### config.mk
export PLATFORM = sky130hd
export DESIGN_NAME = radix_integer_to_ascii
export DESIGN_NICKNAME = d
export VERILOG_FILES = /design/src/hdl/ri2a_pkg.sv /design/src/hdl/radix_integer_to_ascii.sv /design/src/hdl/ri2a_ram.sv /design/src/hdl/ri2a_div.sv
export VERILOG_INCLUDE_DIRS = /design/src /design/src/hdl
export SDC_FILE = /design/constraint.sdc
export NUM_CORES = 1
export LEC_CHECK = 0
export ABC_AREA = 1
export BUFFER_PORTS_ARGS = -buffer_cell sky130_fd_sc_hd__buf_2
export CORE_ASPECT_RATIO = 0.6
export CORE_MARGIN = 2
export CORE_UTILIZATION = 40
export DETAILED_ROUTE_END_ITERATION = 7
export GPL_TIMING_DRIVEN = 0
export PLACE_DENSITY_LB_ADDON = 0.2
export SYNTH_ARGS = -nofsm -noshare
export SYNTH_HDL_FRONTEND = slang
export SYNTH_SLANG_ARGS = --single-unit
### constraint.sdc
create_clock -name clock -period 5.4 [get_ports clock]
set_input_delay 1.08 -clock clock [delete_from_list [all_inputs] [get_ports clock]]
set_output_delay 1.08 -clock clock [all_outputs]
set_load 0.02 [all_outputs]
### src/hdl/radix_integer_to_ascii_macros.svh
// Assertion macros for the radix integer-to-ASCII converter.
`ifndef RADIX_INTEGER_TO_ASCII_MACROS_SVH
`define RADIX_INTEGER_TO_ASCII_MACROS_SVH
`ifndef SYNTHESIS
`define RI2A_ASSERT_NOW(label, clk, rst, ante, cons) \
   label: assert property (@(posedge clk) disable iff (rst) (ante) |-> (cons)) \
      else $error("radix_integer_to_ascii: same-cycle check failed");
`define RI2A_ASSERT_NEXT(label, clk, rst, ante, cons) \
   label: assert property (@(posedge clk) disable iff (rst) (ante) |=> (cons)) \
      else $error("radix_integer_to_ascii: next-cycle check failed");
`else
`define RI2A_ASSERT_NOW(label, clk, rst, ante, cons)
`define RI2A_ASSERT_NEXT(label, clk, rst, ante, cons)
`endif
`endif

### src/hdl/ri2a_pkg.sv
// Shared constants and helper functions for the radix integer-to-ASCII converter.
package ri2a_pkg;

   localparam int VALUE_WIDTH_DEF = 32;
   localparam int DIGIT_CAP_DEF   = 32;
   localparam int RADIX_W         = 6;
   localparam int CHAR_W          = 7;

   localparam logic [RADIX_W-1:0] RADIX_MIN   = 6'd2;
   localparam logic [RADIX_W-1:0] RADIX_MAX   = 6'd36;
   localparam logic [RADIX_W-1:0] DIGIT_TOP   = 6'd35;
   localparam logic [RADIX_W-1:0] DIGIT_TEN   = 6'd10;
   localparam logic [CHAR_W-1:0]  CHAR_ZERO   = 7'h30;  // '0'
   localparam logic [CHAR_W-1:0]  CHAR_LETTER = 7'h37;  // 'A' - 10

   function automatic logic [RADIX_W-1:0] clamp_radix(input logic [RADIX_W-1:0] r);
      logic [RADIX_W-1:0] c;
      c = r;
      if (r < RADIX_MIN) c = RADIX_MIN;
      else if (r > RADIX_MAX) c = RADIX_MAX;
      return c;
   endfunction

   function automatic logic [CHAR_W-1:0] digit_to_char(input logic [RADIX_W-1:0] d);
      logic [RADIX_W-1:0] s;
      logic [CHAR_W-1:0]  c;
      s = (d > DIGIT_TOP) ? DIGIT_TOP : d;
      if (s < DIGIT_TEN) c = CHAR_ZERO + {1'b0, s};
      else c = CHAR_LETTER + {1'b0, s};
      return c;
   endfunction

endpackage

### src/hdl/radix_integer_to_ascii.sv
// Top level of the radix integer-to-ASCII converter.
//
//   channel  ports                                          direction
//   req      req_valid/req_ready, req_value, req_radix      in
//   rsp      rsp_valid/rsp_ready, rsp_digit_char, rsp_last  out
//
// One word in at a time. Each digit comes from the bit-serial divider, and each
// output digit passes a store read, then a show state; a zero value skips the
// divider and stores a single '0' digit. Synchronous active-high reset returns
// to idle. Stalls on rsp hold the current word; req_ready is high only while idle.
`include "radix_integer_to_ascii_macros.svh"

module radix_integer_to_ascii
   import ri2a_pkg::*;
#(
   parameter int VALUE_WIDTH = VALUE_WIDTH_DEF,
   parameter int DIGIT_CAP   = DIGIT_CAP_DEF
) (
   input  logic                   clock,
   input  logic                   reset,
   input  logic                   req_valid,
   output logic                   req_ready,
   input  logic [VALUE_WIDTH-1:0] req_value,
   input  logic [RADIX_W-1:0]     req_radix,
   output logic                   rsp_valid,
   input  logic                   rsp_ready,
   output logic [CHAR_W-1:0]      rsp_digit_char,
   output logic                   rsp_last
);

   localparam int ADDR_W = $clog2(DIGIT_CAP);
   localparam int CNT_W  = $clog2(DIGIT_CAP + 1);
   localparam logic [CNT_W-1:0] CAP_CNT = DIGIT_CAP[CNT_W-1:0];

   localparam logic [1:0] ST_IDLE = 2'd0;
   localparam logic [1:0] ST_DIV  = 2'd1;
   localparam logic [1:0] ST_RD   = 2'd2;
   localparam logic [1:0] ST_SHOW = 2'd3;

   logic [1:0]         state_ff, state_in;
   logic [CNT_W-1:0]   count_ff, count_in;
   logic [ADDR_W-1:0]  rd_ptr_ff, rd_ptr_in;
   logic [RADIX_W-1:0] radix_ff, radix_in;

   logic                   req_fire;
   logic                   value_zero;
   logic                   div_start;
   logic [VALUE_WIDTH-1:0] div_dividend;
   logic                   div_done;
   logic [VALUE_WIDTH-1:0] div_quo;
   logic [RADIX_W-1:0]     div_rem;
   logic [CNT_W-1:0]       count_next;

   logic               wr_en;
   logic [ADDR_W-1:0]  wr_addr;
   logic [RADIX_W-1:0] wr_data;
   logic               rd_en;
   logic [RADIX_W-1:0] rd_data;

   assign req_ready  = (state_ff == ST_IDLE);
   assign req_fire   = req_valid && req_ready;
   assign value_zero = (req_value == '0);
   assign count_next = count_ff + 1'b1;

   always_comb begin
      state_in     = state_ff;
      count_in     = count_ff;
      rd_ptr_in    = rd_ptr_ff;
      radix_in     = radix_ff;
      div_start    = 1'b0;
      div_dividend = div_quo;
      wr_en        = 1'b0;
      wr_addr      = count_ff[ADDR_W-1:0];
      wr_data      = div_rem;
      rd_en        = 1'b0;
      unique case (state_ff)
         ST_IDLE: begin
            if (req_fire) begin
               radix_in = clamp_radix(req_radix);
               if (value_zero) begin
                  // zero still stores one '0' digit
                  wr_en     = 1'b1;
                  wr_addr   = '0;
                  wr_data   = '0;
                  count_in  = {{(CNT_W-1){1'b0}}, 1'b1};
                  rd_ptr_in = '0;
                  state_in  = ST_RD;
               end else begin
                  div_start    = 1'b1;
                  div_dividend = req_value;
                  count_in     = '0;
                  state_in     = ST_DIV;
               end
            end
         end
         ST_DIV: begin
            if (div_done) begin
               wr_en    = 1'b1;
               count_in = count_next;
               if ((div_quo == '0) || (count_next == CAP_CNT)) begin
                  rd_ptr_in = count_ff[ADDR_W-1:0];
                  state_in  = ST_RD;
               end else begin
                  div_start = 1'b1;
               end
            end
         end
         ST_RD: begin
            rd_en    = 1'b1;
            state_in = ST_SHOW;
         end
         ST_SHOW: begin
            if (rsp_ready) begin
               if (rd_ptr_ff == '0) begin
                  state_in = ST_IDLE;
               end else begin
                  rd_ptr_in = rd_ptr_ff - 1'b1;
                  state_in  = ST_RD;
               end
            end
         end
         default: state_in = ST_IDLE;
      endcase
   end

   always_ff @(posedge clock) begin
      if (reset) begin
         state_ff <= ST_IDLE;
         count_ff <= '0;
      end else begin
         state_ff <= state_in;
         count_ff <= count_in;
      end
      rd_ptr_ff <= rd_ptr_in;
      radix_ff  <= radix_in;
   end

   ri2a_div #(
      .VALUE_WIDTH(VALUE_WIDTH)
   ) u_div (
      .clock    (clock),
      .reset    (reset),
      .start    (div_start),
      .dividend (div_dividend),
      .radix    (radix_ff),
      .done     (div_done),
      .quotient (div_quo),
      .remainder(div_rem)
   );

   ri2a_ram #(
      .WIDTH(RADIX_W),
      .DEPTH(DIGIT_CAP)
   ) u_store (
      .clock  (clock),
      .wr_en  (wr_en),
      .wr_addr(wr_addr),
      .wr_data(wr_data),
      .rd_en  (rd_en),
      .rd_addr(rd_ptr_ff),
      .rd_data(rd_data)
   );

   assign rsp_valid      = (state_ff == ST_SHOW);
   assign rsp_digit_char = digit_to_char(rd_data);
   assign rsp_last       = (rd_ptr_ff == '0);

   `RI2A_ASSERT_NOW(a_done_in_div, clock, reset, div_done, state_ff == ST_DIV)
   `RI2A_ASSERT_NOW(a_count_below_cap, clock, reset, state_ff == ST_DIV, count_ff < CAP_CNT)
   `RI2A_ASSERT_NEXT(a_last_returns_idle, clock, reset, rsp_valid && rsp_ready && rsp_last, req_ready)
   `RI2A_ASSERT_NEXT(a_accept_starts_work, clock, reset, req_fire, !req_ready)

endmodule

### src/hdl/ri2a_ram.sv
// Generic single-write, single-read RAM with registered read data.
module ri2a_ram #(
   parameter int WIDTH = 6,
   parameter int DEPTH = 32
) (
   input  logic                     clock,
   input  logic                     wr_en,
   input  logic [$clog2(DEPTH)-1:0] wr_addr,
   input  logic [WIDTH-1:0]         wr_data,
   input  logic                     rd_en,
   input  logic [$clog2(DEPTH)-1:0] rd_addr,
   output logic [WIDTH-1:0]         rd_data
);

   logic [WIDTH-1:0] mem_ff [DEPTH];
   logic [WIDTH-1:0] rd_data_ff;

   always_ff @(posedge clock) begin
      if (wr_en) mem_ff[wr_addr] <= wr_data;
      if (rd_en) rd_data_ff <= mem_ff[rd_addr];
   end

   assign rd_data = rd_data_ff;

endmodule

### src/hdl/ri2a_div.sv
// Bit-serial restoring divider: dividend by a small radix, one quotient bit per cycle.
module ri2a_div
   import ri2a_pkg::*;
#(
   parameter int VALUE_WIDTH = VALUE_WIDTH_DEF
) (
   input  logic                   clock,
   input  logic                   reset,
   input  logic                   start,
   input  logic [VALUE_WIDTH-1:0] dividend,
   input  logic [RADIX_W-1:0]     radix,
   output logic                   done,
   output logic [VALUE_WIDTH-1:0] quotient,
   output logic [RADIX_W-1:0]     remainder
);

   localparam int CNT_W = $clog2(VALUE_WIDTH + 1);

   logic [VALUE_WIDTH-1:0] quo_ff, quo_in;
   logic [RADIX_W-1:0]     rem_ff, rem_in;
   logic [CNT_W-1:0]       cnt_ff, cnt_in;
   logic                   done_ff, done_in;
   logic [RADIX_W:0]       trial;
   logic [RADIX_W:0]       diff;
   logic                   fits;

   // partial remainder stays below radix, so the shifted trial fits in one extra bit
   assign trial = {rem_ff, quo_ff[VALUE_WIDTH-1]};
   assign diff  = trial - {1'b0, radix};
   assign fits  = (trial >= {1'b0, radix});

   always_comb begin
      quo_in  = quo_ff;
      rem_in  = rem_ff;
      cnt_in  = cnt_ff;
      done_in = 1'b0;
      if (start) begin
         quo_in = dividend;
         rem_in = '0;
         cnt_in = VALUE_WIDTH[CNT_W-1:0];
      end else if (cnt_ff != '0) begin
         quo_in  = {quo_ff[VALUE_WIDTH-2:0], fits};
         rem_in  = fits ? diff[RADIX_W-1:0] : trial[RADIX_W-1:0];
         cnt_in  = cnt_ff - 1'b1;
         done_in = (cnt_ff == {{(CNT_W-1){1'b0}}, 1'b1});
      end
   end

   always_ff @(posedge clock) begin
      if (reset) begin
         cnt_ff  <= '0;
         done_ff <= 1'b0;
      end else begin
         cnt_ff  <= cnt_in;
         done_ff <= done_in;
      end
      quo_ff <= quo_in;
      rem_ff <= rem_in;
   end

   assign done      = done_ff;
   assign quotient  = quo_ff;
   assign remainder = rem_ff;

endmodule

==> results of run 1 <==
## per-layer routing
metal	GRT usage (%)	share of wire, %
met5	0	0.055
met3	8.148	13
met4	4.185	1.7
met1	36.02	51
met2	27.00	35
## flip-flops by register name, indices dropped and copies added (netlist names)
register,cells
state_ff,2
u_div.cnt_ff,6
count_ff,6
radix_ff,6
u_div.quotient,32
u_store.mem_ff,192
u_div.remainder,6
u_div.done,1
u_store.rd_data,6
rd_ptr_ff,5
## power breakdown
| group | switching (uW) | internal (uW) | leakage, uW |
|---|---|---|---|
| registers | 119 | 2640 | 0.00241 |
| logic | 860 | 412 | 0.00203 |
| clock network | 790 | 1040 | 0.000408 |
## synth_stat cells (2+ instances only)
master,count
nand2_1,183
a21oi_1,15
inv_2,4
clkbuf_1,27
buf_2,14
nor2_1,241
nor2_2,3
nand2_2,14
buf_12,3
nand3_1,41
nor4_1,2
xnor2_1,6
buf_4,2
o21a_1,2
nor2_4,2
o21ai_0,114
nand4_1,7
inv_1,50
o22ai_1,37
a31oi_1,5
or2_2,3
edfxtp_1,241
buf_1,2
o211ai_1,18
ha_1,12
a21oi_2,3
nor3_1,4
dfxtp_1,21
xor2_1,7
## cell families after synthesis
logic type,after synthesis,synth area share [%]
compound gates,197,9.507
xor+xnor,13,0.9787
fa+ha+maj,13,1.463
buf+inv,105,4.205
flops,262,65.82
simple gates,506,18.03
## final timing paths
kind	cells past startpoint	from	slack (ns)	to
max	7	rd_ptr_ff[1]$_DFFE_PP_	1.58	rsp_last
min	2	count_ff[5]$_SDFFE_PP0P_	0.48	count_ff[5]$_SDFFE_PP0P_
max reg2reg	9	rd_ptr_ff[1]$_DFFE_PP_	2.62	u_store.rd_data[4]$_DFFE_PP_
min reg2reg	2	count_ff[5]$_SDFFE_PP0P_	0.48	count_ff[5]$_SDFFE_PP0P_
## layout make-up
| type | instances | area (sq um) |
|---|---|---|
| clock inverter | 12 | 138.9 |
| buffer | 50 | 280.3 |
| clock buffer | 34 | 689.4 |
| timing repair buffer | 55 | 367.9 |
| multi-input combinational | 729 | 3523 |
| fill | 2635 | 15310 |
| sequential | 262 | 7657 |
| tap | 375 | 469.2 |
| inverter | 55 | 209.0 |
## worst min-delay path: stages (launching register included)
cell and delay (ns):
dfxtp_1 0.32, nand2_1 0.06, a21oi_1 0.06
## metrics by stage
| stage | area [sq um] | cells | setup TNS, ns | hold WS [ns] |
|---|---|---|---|---|
| 6_report | 13340 | 1572 | 0 | 0.4805 |
| 5_1_grt | 13340 | 1572 | 0 | 0.5057 |
| 4_1_cts | 13340 | 1572 | 0 | 0.4842 |
| 3_5_place_dp | 12510 | 1526 | 0 | 0.4752 |
| 3_3_place_gp | 12350 | 1521 | -26.69 | 0.4628 |
| 2_1_floorplan | 11630 | 1096 | 0 | 0.4524 |
==> out/metrics.csv, run 1 <==
metric;value;unit
status;completed;
Util after Layout;46.55;%
Cell Pwr Density;439.1;nW/um^2
first-pass GRT wire length;49510;um
Clock transition at path regs;0.06;ns
critical path launch point type;flop;
CP peak stage delay;0.42;ns
RSZ-0062 raised after global routing;false;
H-tree depth;1;
minimum clock period;3.818;ns
Mean Syn Cell Area;10.61;sq um
Via density;5.426;
synth-to-layout area growth;14.63;%
vias in the first global route;7901;
MaxCap Viol Count;0;
Peak Freq;261.9;MHz
top-area cell type share of the netlist area;62.21;%
Syn Nets;1151;
total grt overflow;0;
post-synth cell types;42;
crit-path cells;buf_2 -> inv_1 -> buf_2 -> ha_1 -> inv_1 -> nor4_1 -> buf_2;
routability cong.;0.8726;
register area share after synthesis;65.82;%
die height;136.1;um
Worst VDD drop;0.2688;mV
CP delay by family, top;buffers and inverters;
CP required;4.32;ns
die area;30510;sq um
drt drc;0;
starting density of the core;40.61;%
Worst Hold Class;flop to flop;
Post-Route WL;32990;um
GRT Util Overall;22.13;%
worst path arrival time;2.74;ns
slowest CP cell;nor4_1;
fin worst setup slack;1.582;ns
num rows;48;
area of the mapped netlist;11630;sq um
worst slew pin tran;0.9758;ns
cell mode on critical path;buf_2;
DR pass1 iterations;5;
share of layout cells above drive strength 1;12.95;%
most common cell after layout, fill and taps aside;edfxtp_1;
die boundary width;224.2;um
Synth area leader;edfxtp_1;
number of setup buffers added after CTS;0;
CTS Buf Count;25;
# nets final;1233;
routed len/inst;20.98;um
Max transition margin;34.71;%
Synth Warn #;0;
Root Buffer;clkbuf_16;
Post-synth EDFFs;241;
WS Path Type;flop to output pin;
flops & latches, synth;262;
CTS Hold Bufs;0;
Top FF cell, synth;edfxtp_1;
HPWL Detailed;23470;um
Tcrit/Tclk final;70.70;%
Post-Syn Instances;1096;
final setup violation count;0;
CTS tree;built;
Slew Viols, Final;0;
Worst Path Buf+Inv;5;
fraction of registers with async set/reset;0;%
Starting DRT DRC Count;1051;
CTS Sinks;262;
worst-case clock buffer depth;3;
final hold violation count;0;
Design Power;5856;uW
n_diodes;0;
main area contributors after synthesis;edfxtp_1 (62%), nor2_1 (7.8%), nand2_1 (5.9%), o21ai_0 (4.9%), dfxtp_1 (3.6%);
Setup crit end kind;output pin;
Core Region;28650;sq um
largest fanout on the critical path;11;
ANT nets after route;0;
Leakage;0.004844;uW
pre-CTS setup slack;1.897;ns
clock skew;0.03014;ns
commonest cells after routing, fill and taps aside;edfxtp_1 (241), nor2_1 (235), nand2_1 (183), o21ai_0 (113), buf_2 (64);
largest net degree at the start of global routing;33;
via count;8529;
initial antenna violation count;2;
worst-skew pair later-pin latency;0.56;ns
PostCTS Resize Cnt;0;
IO Count;52;
port bufs;50;
(Power assumes the default switching activity.)
==> run 2, diff against run 1 <==
Clock period 5.4 ns to 3.43 ns, I/O delays scaled along.
==> out/metrics.csv, run 2 (synthesized netlist as in run 1, its figures left out) <==
metric;value;unit
Root Buffer;clkbuf_16;
Min-Delay Endpoint;state_ff[1]$_SDFFE_PP0P_;
Cell Pwr Density;695.1;nW/um^2
Max transition margin;32.24;%
worst path arrival time;2.64;ns
worst slew pin tran;1.013;ns
die height;136.1;um
Via density;5.432;
vias in the first global route;7731;
via count;8528;
Crit Reg-Reg Startpoint;state_ff[0]$_SDFFE_PP0P_;
worst-case clock buffer depth;3;
n_diodes;0;
commonest cells after routing, fill and taps aside;edfxtp_1 (241), nor2_1 (235), nand2_1 (183), o21ai_0 (113), buf_2 (64);
routability cong.;0.8898;
CTS Buf Count;24;
pre-CTS setup slack;0.2449;ns
MaxCap Viol Count;0;
worst-skew pair later-pin latency;0.54;ns
Core Region;28650;sq um
dpl cells;1526;
die boundary width;224.2;um
most common cell after layout, fill and taps aside;edfxtp_1;
ANT nets after route;0;
Clock transition at path regs;0.07;ns
RSZ-0062 raised after global routing;false;
worst r2r dst;u_div.quotient[9]$_DFFE_PP_;
Slew Viols, Final;0;
final setup violation count;0;
Leakage;0.004843;uW
Worst VDD drop;0.3859;mV
status;completed;
Sum Neg Setup Slack;0;ns
Post-Route WL;33170;um
Finished Layout Cells;1570;
Tcrit/Tclk final;97.02;%
Setup crit end kind;output pin;
port bufs;50;
R2R cell count;8;
# nets final;1232;
synth-to-layout area growth;14.67;%
largest fanout on the critical path;11;
DR pass1 iterations;6;
CTS Sinks;262;
drt drc;0;
critical path launch point type;flop;
FF-to-FF setup slack;0.71;ns
total grt overflow;0;
HPWL Detailed;23590;um
Design Power;9273;uW
routed len/inst;21.12;um
H-tree depth;1;
clock skew;0.01383;ns
fin worst setup slack;0.1021;ns
Hold Path Cell Cnt;3;
IO Count;52;
die area;30510;sq um
Hold Startpoint;rsp_ready;
minimum clock period;3.328;ns
WS Path Type;flop to output pin;
first-pass GRT wire length;48840;um
initial antenna violation count;1;
starting density of the core;40.61;%
number of setup buffers added after CTS;0;
CTS tree;built;
num rows;48;
Reg with most FFs;u_store.mem_ff;
CP required;2.74;ns
max reg flops;192;
Peak Freq;300.5;MHz
share of layout cells above drive strength 1;13.05;%
Worst Hold Class;input port to flop;
Util after Layout;46.57;%
final hold violation count;0;
GRT Util Overall;21.95;%
Starting DRT DRC Count;1196;
largest net degree at the start of global routing;33;
## run 2: how the worst max path moves through the flow
stage	slack [ns]	startpoint	endpoint	cells after the start
after floorplan	0.08	req_value[14]	u_div.quotient[0]$_DFFE_PP_	10
after global placement	-1.14	req_value[26]	u_div.quotient[13]$_DFFE_PP_	11
after detailed placement	0.24	req_value[28]	u_store.mem_ff[20][0]$_DFFE_PP_	13
after CTS	0.11	rd_ptr_ff[1]$_DFFE_PP_	rsp_last	7
after global routing	0.01	rd_ptr_ff[1]$_DFFE_PP_	rsp_last	7
final	0.10	rd_ptr_ff[1]$_DFFE_PP_	rsp_last	7
## run 2: power by group
part	switching (uW)	internal, uW
clock	1220	1710
sequential	191	4150
combinational	1370	635
## run 2: per-stage QoR
stage          cell area [sq um]  hold WS, ns
2_1_floorplan              11630       0.4524
3_3_place_gp               12350       0.4627
3_5_place_dp               12490       0.4746
4_1_cts                    13340       0.4045
5_1_grt                    13340       0.4211
6_report                   13340       0.4207
## run 2: cell type report
| class | instances | area, sq um |
|---|---|---|
| buffer | 50 | 280.3 |
| multi-input combinational | 729 | 3530 |
| inverter | 55 | 209.0 |
| clock buffer | 29 | 640.6 |
| tap | 375 | 469.2 |
| sequential | 262 | 7657 |
| clock inverter | 15 | 198.9 |
| timing repair buffer | 55 | 355.3 |
| fill | 2650 | 15310 |
## run 2: routing by layer
metal / global-route usage (%) / vias to the layer above / wire, um
li1: - / 3969 / -
met1: 37.84 / 4108 / 17160
met2: 26.00 / 404 / 11530
met3: 6.268 / 47 / 3981
met4: 3.519 / 0 / 493
met5: 0 / - / 0
## run 2: repair_timing
| action | in CTS | in global routing |
|---|---|---|
| resized for setup | 1 | 0 |
| hold buffers | 0 | 0 |
| endpoints found under the setup margin | 1 | 0 |
## run 2: worst max-delay path, stage by stage, from the launching register on
cell	delay [ns]
edfxtp_1	0.35
buf_2	0.21
inv_1	0.32
buf_2	0.37
ha_1	0.20
inv_1	0.06
nor4_2	0.34
buf_2	0.24
